<file path="src/design/scht_queue.sv">
// Small show-ahead register FIFO between the front and back ends.
`timescale 1ns / 1ps
`default_nettype none
module scht_queue #(
    parameter int DW    = 8,
    parameter int DEPTH = 4
) (
    input  wire logic          i_clk,
    input  wire logic          i_rst_n,
    input  wire logic          i_wr,
    input  wire logic [DW-1:0] i_data,
    output logic               o_full,
    input  wire logic          i_rd,
    output logic               o_empty,
    output logic [DW-1:0]      o_data
);
    localparam int PW = (DEPTH > 1) ? $clog2(DEPTH) : 1;
    localparam int CW = $clog2(DEPTH + 1);

    logic [DW-1:0] r_mem [DEPTH];
    logic [PW-1:0] r_wp, r_rp, n_wp, n_rp;
    logic [CW-1:0] r_cnt;

    assign o_full  = (r_cnt == CW'(DEPTH));
    assign o_empty = (r_cnt == '0);
    assign o_data  = r_mem[r_rp];

    assign n_wp = (r_wp == PW'(DEPTH - 1)) ? '0 : r_wp + 1'b1;
    assign n_rp = (r_rp == PW'(DEPTH - 1)) ? '0 : r_rp + 1'b1;

    always_ff @(posedge i_clk) begin
        if (i_wr) begin
            r_mem[r_wp] <= i_data;
        end
    end

    always_ff @(posedge i_clk) begin
        if (!i_rst_n) begin
            r_wp  <= '0;
            r_rp  <= '0;
            r_cnt <= '0;
        end else begin
            if (i_wr) begin
                r_wp <= n_wp;
            end
            if (i_rd) begin
                r_rp <= n_rp;
            end
            if (i_wr && !i_rd) begin
                r_cnt <= r_cnt + 1'b1;
            end else if (!i_wr && i_rd) begin
                r_cnt <= r_cnt - 1'b1;
            end
        end
    end
endmodule
`default_nettype wire

</file>
<file path="config.mk">
export PLATFORM = sky130hd
export DESIGN_NAME = scht_queue
export DESIGN_NICKNAME = d
export VERILOG_FILES = /design/src/design/scht_queue.sv
export SDC_FILE = /design/constraint.sdc
export NUM_CORES = 1
export LEC_CHECK = 0
export ABC_AREA = 1
export CAP_MARGIN = 0
export CORE_MARGIN = 2
export CORE_UTILIZATION = 45
export DETAILED_ROUTE_END_ITERATION = 16
export DONT_BUFFER_PORTS = 1
export REMOVE_ABC_BUFFERS = 1
export SYNTH_ARGS = -nofsm -noshare
export SYNTH_HDL_FRONTEND = slang
export SYNTH_SLANG_ARGS = --single-unit
</file>
<file path="constraint.sdc">
create_clock -name i_clk -period 1.58 [get_ports i_clk]
set_input_delay 0.395 -clock i_clk [delete_from_list [all_inputs] [get_ports i_clk]]
set_output_delay 0.395 -clock i_clk [all_outputs]
set_load 0.01 [all_outputs]
</file>
==> metrics.cfg <==
[timing]
min_period_ns = 1.54
fin_setup_tns_ns = 0
rsz0062_at_grt = true
min_period_over_period = 0.976
tightest_slew_ns = 0.379
timing.hold.ws_ns = 0.201
finalHoldViolCount = 0
postLayoutSetupSlackWorst_ns = 0.0385
slew_viol_final = 0
fmaxAchievable_mhz = 649
finalSetupViolations = 0
relSlewSlack = 0.747
skew_ns = 0.00445

[cts]
clk_latency_ns = 0.28
h-tree-depth = 2
clock_sinks = 41
cts_tree = built
clk_pin_slew_ns = 0.07
numCtsBuffers = 5
clockBufferDepth = 2
root_buffer = clkbuf_8
postCtsHoldBufs = 0

[floorplanning]
dieArea_mm2 = 0.00417
num_rows = 22
ios = 22
die_y_um = 64.6
core-area_mm2 = 0.00361
start_util = 0.458
die_width_um = 64.6

[detailed_routing]
ant_nets = 0
drc = 0
vias = 959
drtIter0Drc = 50
dr.pass1.iters = 4
wire_per_inst_um = 14.1
routed_wl_mm = 2.70
viasPerCell = 4.99

[pwr]
power.share.sequential = 0.596
p_sw_mw = 0.504
power_density_mw_per_mm2 = 1140
ir_drop_mv = 0.641
internal_power_mw = 1.61
swShare = 0.239
combPwrFrac = 0.114
p_clk_frac = 0.289
p_leak_nw = 0.710

[logic_synthesis]
synth_top_area_share = 0.582
yosysTopAreaCell = edfxtp_1
synth_cells = 135
synth_area_leaders = edfxtp_1 58%, dfxtp_1 11%, nor2_1 5.0%
yosysUniqueCellTypes = 19
ys_seq_area_frac = 0.691
yosysWarnings = 0
syn_area_per_cell_um2 = 12.2
synth-seq-cells = 41
synth_area_mm2 = 0.00165

[worst_setup_path]
worstPathArrival_ns = 1.15
cp_num_buf_inv = 1
crit_required_ns = 1.18
crit_path_max_fanout = 7
cp_top_family = flip-flops
slowest_stage = dfxtp_4
max_stage_delay_ns = 0.37
path_class = flip-flop to primary output
end_kind = primary output
crit_path_start_kind = flip-flop
path_cells = buf_6, o21ai_0, o22ai_2

[final_layout]
finalCoreUtilization = 0.516
drive_gt1_frac = 0.174
final_cell_mix = 32 x edfxtp_1, 22 x nor2_1, 14 x inv_1
layout_commonest_cell = edfxtp_1
fin_nets = 162
fill_cells = 320
fin_cells = 192
antenna_cells = 0
area_growth_pct = 12.7

[placed_design]
pre_cts_slack_ns = 0.0575
dpl.hpwl_mm = 1.82
placed_cells = 184
gp_congestion = 0.686
io_buffers = 0

[grt]
antenna_found_initial = 0
grt_overflow = 0
grt_pass1_vias = 976
grt_max_degree = 17
grt_usage = 0.148
grt_pass1_wl_mm = 4.54

[hold_path]
hp-class = input pin to flip-flop

[run]
drv_cap = 0

[status]
status = finished clean

[synth_stat cells]
cell	number
edfxtp_1	32
nor2_1	22
inv_1	15
o21ai_0	15
dfxtp_1	9
nand2_1	8
o22ai_1	8
ha_1	6
nor3_1	4
a21oi_1	3
buf_6	2
nor2_2	2
o21ai_1	2
o21ai_2	2
fa_1	1
inv_2	1
nand3_1	1
nand4_1	1
xor2_1	1
[what timing repair did]
item                                    4_1_cts  5_1_grt
resized for setup                             9       11
pin swaps                                     1        2
buffers inserted                              0        0
endpoints found under the setup margin        8        7
[per-stage QoR]
| step | area (µm²) | total power, mW |
|---|---|---|
| floorplan | 1630 | 1.44 |
| global placement | 1710 | 1.49 |
| detailed placement | 1710 | 1.50 |
| CTS | 1820 | 2.12 |
| global route | 1860 | 2.24 |
| finish | 1860 | 2.11 |
[state kept, by name (all words and copies together) (netlist names), named ones only]
name	flops
r_wp	2
r_cnt	3
r_mem	32
r_rp	2
[worst register-to-register path, delay by kind of cell, from the launching register on]
family                   cells  cell delay [ns]
AND/OR/NAND/NOR              1             0.06
adder cells (fa/ha/maj)      1             0.20
flip-flops                   1             0.40
buffers and inverters        1             0.28
[layer usage]
layer	vias up	routed length, µm	share of wire	track usage
li1	486	-	-	-
met1	445	1100	0.41	0.165
met2	23	1380	0.51	0.253
met3	5	171	0.063	0.0625
met4	0	47	0.017	0.0559
met5	-	0	0	0
[final timing paths]
| kind | start | slack (ns) | to | depth (start not counted) |
|---|---|---|---|---|
| max | flip-flop | 0.04 | o_data[1] | 3 |
| min reg2reg | r_wp[1] | 0.53 | r_wp[1] | 2 |
| min | i_data[4] | 0.20 | r_mem[2][4] | 0 |
| max reg2reg | r_wp[0] | 0.31 | r_mem[3][2] | 3 |
[power groups by stage]
stage / clock (mW) / sequential, mW / combinational [mW]
2_1_floorplan: 0 / 1.28 / 0.163
3_3_place_gp: 0 / 1.28 / 0.211
3_5_place_dp: 0 / 1.28 / 0.218
4_1_cts: 0.634 / 1.26 / 0.230
5_1_grt: 0.694 / 1.27 / 0.274
6_report: 0.611 / 1.26 / 0.242
[area by class of cell]
class / count / area [µm²] / share of cell area
inverter: 16 / 62.6 / 0.0336
timing repair buffer: 3 / 30.0 / 0.0161
clock buffer: 5 / 68.8 / 0.0370
sequential: 41 / 1150 / 0.617
clock inverter: 3 / 12.5 / 0.00672
tap: 48 / 60.1 / 0.0323
multi-input combinational: 76 / 478 / 0.257
[cell families after synthesis]
kind of cell / share of synthesized area
flip-flops: 0.691
AND/OR/NAND/NOR: 0.0947
AO/OA/AOI/OAI: 0.102
buffers and inverters: 0.0500
adder cells (fa/ha/maj): 0.0576
XOR/XNOR: 0.00530
Power figures use the tool's default switching activity.
