--- src/design/scht_pkg.sv ---
// Shared types, constants and width helpers for the segment/circle hit test.
`timescale 1ns / 1ps
`default_nettype none
package scht_pkg;

    // Default coordinate width (signed Q16.8).
    localparam int CoordBitsDef = 24;
    // Coordinates wider than this get their differences pre-shifted to RedBits + 1 bits.
    localparam int RedBits      = 24;
    // Entries in the queue between front and back.
    localparam int QueueDepth   = 4;

    // What the back end has to do with an item.
    typedef enum logic [1:0] {
        K_SKIP = 2'd0,
        K_MISS = 2'd1,
        K_TEST = 2'd2
    } t_kind;

    function automatic int pre_shift(input int cb);
        return (cb > RedBits) ? cb - RedBits : 0;
    endfunction

    // kind + start x/y + four differences + radius
    function automatic int qi_bits(input int cb);
        return 2 + 2 * cb + 4 * (cb + 1) + (cb - 1);
    endfunction

endpackage
`default_nettype wire

--- src/design/scht_front.sv ---
// Front end: takes items, forms differences and classifies them.
`timescale 1ns / 1ps
`default_nettype none
module scht_front #(
    parameter int COORD_BITS = scht_pkg::CoordBitsDef
) (
    input  wire logic                                   i_push,
    input  wire logic                                   i_q_full,
    input  wire logic signed [COORD_BITS-1:0]           i_start_x,
    input  wire logic signed [COORD_BITS-1:0]           i_start_y,
    input  wire logic signed [COORD_BITS-1:0]           i_end_x,
    input  wire logic signed [COORD_BITS-1:0]           i_end_y,
    input  wire logic signed [COORD_BITS-1:0]           i_circle_x,
    input  wire logic signed [COORD_BITS-1:0]           i_circle_y,
    input  wire logic [COORD_BITS-2:0]                  i_circle_radius,
    input  wire logic                                   i_own_shot,
    output logic                                        o_wr,
    output logic [scht_pkg::qi_bits(COORD_BITS)-1:0]    o_item
);
    import scht_pkg::*;

    localparam int CB = COORD_BITS;

    typedef struct packed {
        t_kind                kind;
        logic signed [CB-1:0] sx;
        logic signed [CB-1:0] sy;
        logic signed [CB:0]   dxf;
        logic signed [CB:0]   dyf;
        logic signed [CB:0]   fxf;
        logic signed [CB:0]   fyf;
        logic [CB-2:0]        r;
    } t_qitem;

    t_qitem item;

    always_comb begin
        item.sx  = i_start_x;
        item.sy  = i_start_y;
        item.dxf = $signed({i_end_x[CB-1], i_end_x}) - $signed({i_start_x[CB-1], i_start_x});
        item.dyf = $signed({i_end_y[CB-1], i_end_y}) - $signed({i_start_y[CB-1], i_start_y});
        item.fxf = $signed({i_start_x[CB-1], i_start_x})
                 - $signed({i_circle_x[CB-1], i_circle_x});
        item.fyf = $signed({i_start_y[CB-1], i_start_y})
                 - $signed({i_circle_y[CB-1], i_circle_y});
        item.r   = i_circle_radius;
        // vertical segment (incl. a point) never hits
        priority if (i_own_shot) begin
            item.kind = K_SKIP;
        end else if (item.dxf == '0) begin
            item.kind = K_MISS;
        end else begin
            item.kind = K_TEST;
        end
    end

    assign o_wr   = i_push && !i_q_full;
    assign o_item = item;
endmodule
`default_nettype wire

--- config.mk ---
export PLATFORM = sky130hd
export DESIGN_NAME = scht_front
export DESIGN_NICKNAME = d
export VERILOG_FILES = /design/src/design/scht_pkg.sv /design/src/design/scht_front.sv
export SDC_FILE = /design/constraint.sdc
export NUM_CORES = 1
export LEC_CHECK = 0
export ABC_AREA = 1
export BUFFER_PORTS_ARGS = -buffer_cell sky130_fd_sc_hd__buf_2
export CORE_AREA = 2 2 132 134
export DETAILED_ROUTE_END_ITERATION = 10
export DIE_AREA = 0 0 134 136
export PLACE_DENSITY_LB_ADDON = 0.15
export SLEW_MARGIN = 30
export SYNTH_ARGS = -nofsm -noshare
export SYNTH_HDL_FRONTEND = slang
export SYNTH_SLANG_ARGS = --single-unit
export TNS_END_PERCENT = 10
--- constraint.sdc ---
create_clock -name vclk -period 3.22
set_input_delay 0.161 -clock vclk [all_inputs]
set_output_delay 0.161 -clock vclk [all_outputs]
set_load 0.01 [all_outputs]
==> summary.txt <==
Floorplanning
  • Initial Utilization: 0.3786
  • I/O pin count: 344
  • Core area: 16,880 um2
  • Chip Width: 134 um
  • Row cnt: 48
  • Chip height: 136 um
  • Die ar.: 18,220 um2

Route
  • Final WL: 20,600 um
  • Violation count after the first detailed-route iteration: 232
  • DR vias: 7,502
  • First-pass iteration count of the detailed router: 5
  • DRC viols: 0
  • Avg WL per Cell: 12.95 um
  • Via-to-Cell Ratio: 4.715
  • Remaining antenna violation count after routing: 0

STA
  • Worst slew pin tran: 0.6163 ns
  • Final period util: 0.8036
  • Fin. Hold Viols: 0
  • Setup TNS Final: 0 ns
  • Fin Hold WS: 0.3220 ns
  • Fmax: 386.5 MHz
  • Minimum clock period: 2.588 ns
  • RSZ-0062 raised after global routing: no
  • Slew Limit Fails: 0
  • Slew headroom: 0.5853
  • Final setup violation count: 0

Power and ir drop
  • Seq pwr share: 0
  • Logic gate share of total power: 1.000
  • Switching part of the total: 0.6045
  • Total leakage power: 4.866 nW
  • Clock Power Share: 0
  • Internal Pwr Total: 0.6910 mW
  • Total chip power: 1.747 mW
  • Pwr Density: 229.2 nW/um2
  • Worst vdd ir: 0.0001019 V
  • Psw: 1.056 mW

Placed design
  • Number of port buffers: 298
  • Dpl hpwl: 18,800 um
  • Cells after DPL: 1,591
  • GPL Wtd Cong: 0.9119

Logic synthesis
  • Mapped Area: 6389 um2
  • Syn_nets: 1,410
  • Synth area leaders: ha_1, nand2_1, inv_1, buf_4, a21oi_1
  • Yosys warnings: 0
  • Mapped Avg Cell Area: 5.604 um2
  • Area leader, netlist: ha_1
  • Synth top area share: 0.1880
  • Post-synthesis sequential area ratio: 0
  • Cells after Synth: 1,140
  • Unique masters post-synth: 33

Clock network
  • Post-CTS resize count: 0
  • Post-CTS setup buffers: 0
  • Hold Buf Count CTS: 0

Run status
  • Status: completed

GRT
  • Gr usage total: 0.2149
  • Vias in the first global route: 7,162
  • First-pass GRT wire length: 32,710 um
  • Initial antenna violation count: 0
  • Largest net degree at the start of global routing: 8
  • Grt total ovfl: 0

Critical path
  • Crit start category: primary input
  • Crit path arrival time: 2.43 ns
  • Critical Path End Type: output port
  • Setup Crit Path Kind: in -> out
  • Largest fanout on the critical path: 4
  • CP required: 3.06 ns

Layout
  • Layout area overhead: 19.33%
  • # clk buffers: 0
  • Cell Count, Final, Fillers Out: 1,591
  • Seq Cell Count: 0
  • Fill cell count: 1,951
  • Ratio of cells with drive above 1 in the final layout: 0.2430
  • Final nets: 1,638
  • FF+latch area: 0 um2
  • Antenna Cells: 0

Run
  • Max cap viols: 0

Worst hold path
  • Min-delay worst type: in -> out
-- cell usage after synthesis (4+ instances only) --
cell	n
a31oi_1	17
xor2_1	39
nor3_1	6
a21o_1	10
nand3b_1	5
o21bai_1	6
nor2_2	8
a21boi_2	4
nand2_2	8
ha_1	96
xnor2_1	37
nand2_1	288
nor2_1	78
buf_4	71
nand3_1	49
fa_1	4
o21ai_2	6
inv_1	256
a21oi_1	82
nand4_1	10
o21ai_0	34
nor4_1	11
-- worst max-delay path, cell delays in order --
cell      delay [ns]
buf_2           0.10
inv_1           0.04
ha_1            0.24
fa_1            0.43
o21ai_2         0.25
a21boi_1        0.15
o21ai_0         0.34
a21oi_1         0.21
o21ai_2         0.17
xor2_1          0.18
buf_2           0.16
-- layout make-up --
cell class | count | area [um2] | share of cell area
multi-input combinational | 810 | 4882 | 0.6404
timing repair buffer | 298 | 1491 | 0.1956
inverter | 258 | 968.4 | 0.1270
tap | 225 | 281.5 | 0.03693
-- worst paths after layout --
check	to	start	slack (ns)	depth (start not counted)
worst max-delay path	o_item[66]	i_start_x[0]	0.63	11
worst min-delay path	o_item[16]	i_circle_radius[16]	0.32	0
-- power by group through the flow --
stage                     logic [mW]  clock network [mW]  registers (mW)
after global routing            1.96                   0               0
after floorplan                 1.18                   0               0
after global placement          1.75                   0               0
after detailed placement        1.75                   0               0
after CTS                       1.76                   0               0
final                           1.75                   0               0
-- routing by layer --
metal  track usage  up-vias  wire length (um)
met2        0.4254      258             10240
met4       0.03842        0               419
li1              -     3967                 -
met5             0        -                 0
met1        0.2480     3247              8649
met3       0.02424       30              1296
-- layout by cell type (no fill, tap or decap), types with 17 or more instances in the layout --
master | synthesis | routed
buf_2 | 1 | 298
nand2_1 | 288 | 288
inv_1 | 256 | 256
ha_1 | 96 | 96
a21oi_1 | 82 | 82
nor2_1 | 78 | 78
nand3_1 | 49 | 49
xor2_1 | 39 | 39
xnor2_1 | 37 | 37
o21ai_0 | 34 | 34
a31oi_1 | 17 | 17
-- through the flow --
| stage | utilization | setup WS (ns) | instance area [um2] |
|---|---|---|---|
| after global routing | 0.4517 | 0.4485 | 7624 |
| final | 0.4517 | 0.6324 | 7624 |
| after detailed placement | 0.4517 | 0.6614 | 7624 |
| after global placement | 0.4517 | 0.7171 | 7624 |
| after CTS | 0.4517 | 0.6429 | 7624 |
| after floorplan | - | 1.153 | 6389 |
-- cell families (layout without fill, tap and decap cells) --
family | count (synthesis) | in the layout | synth area share
simple gates | 471 | 471 | 0.3108
compound gates | 161 | 161 | 0.1436
xor+xnor | 78 | 78 | 0.1093
buf+inv | 330 | 556 | 0.2358
fa+ha+maj | 100 | 100 | 0.2005
Power figures use the tool's default switching activity.
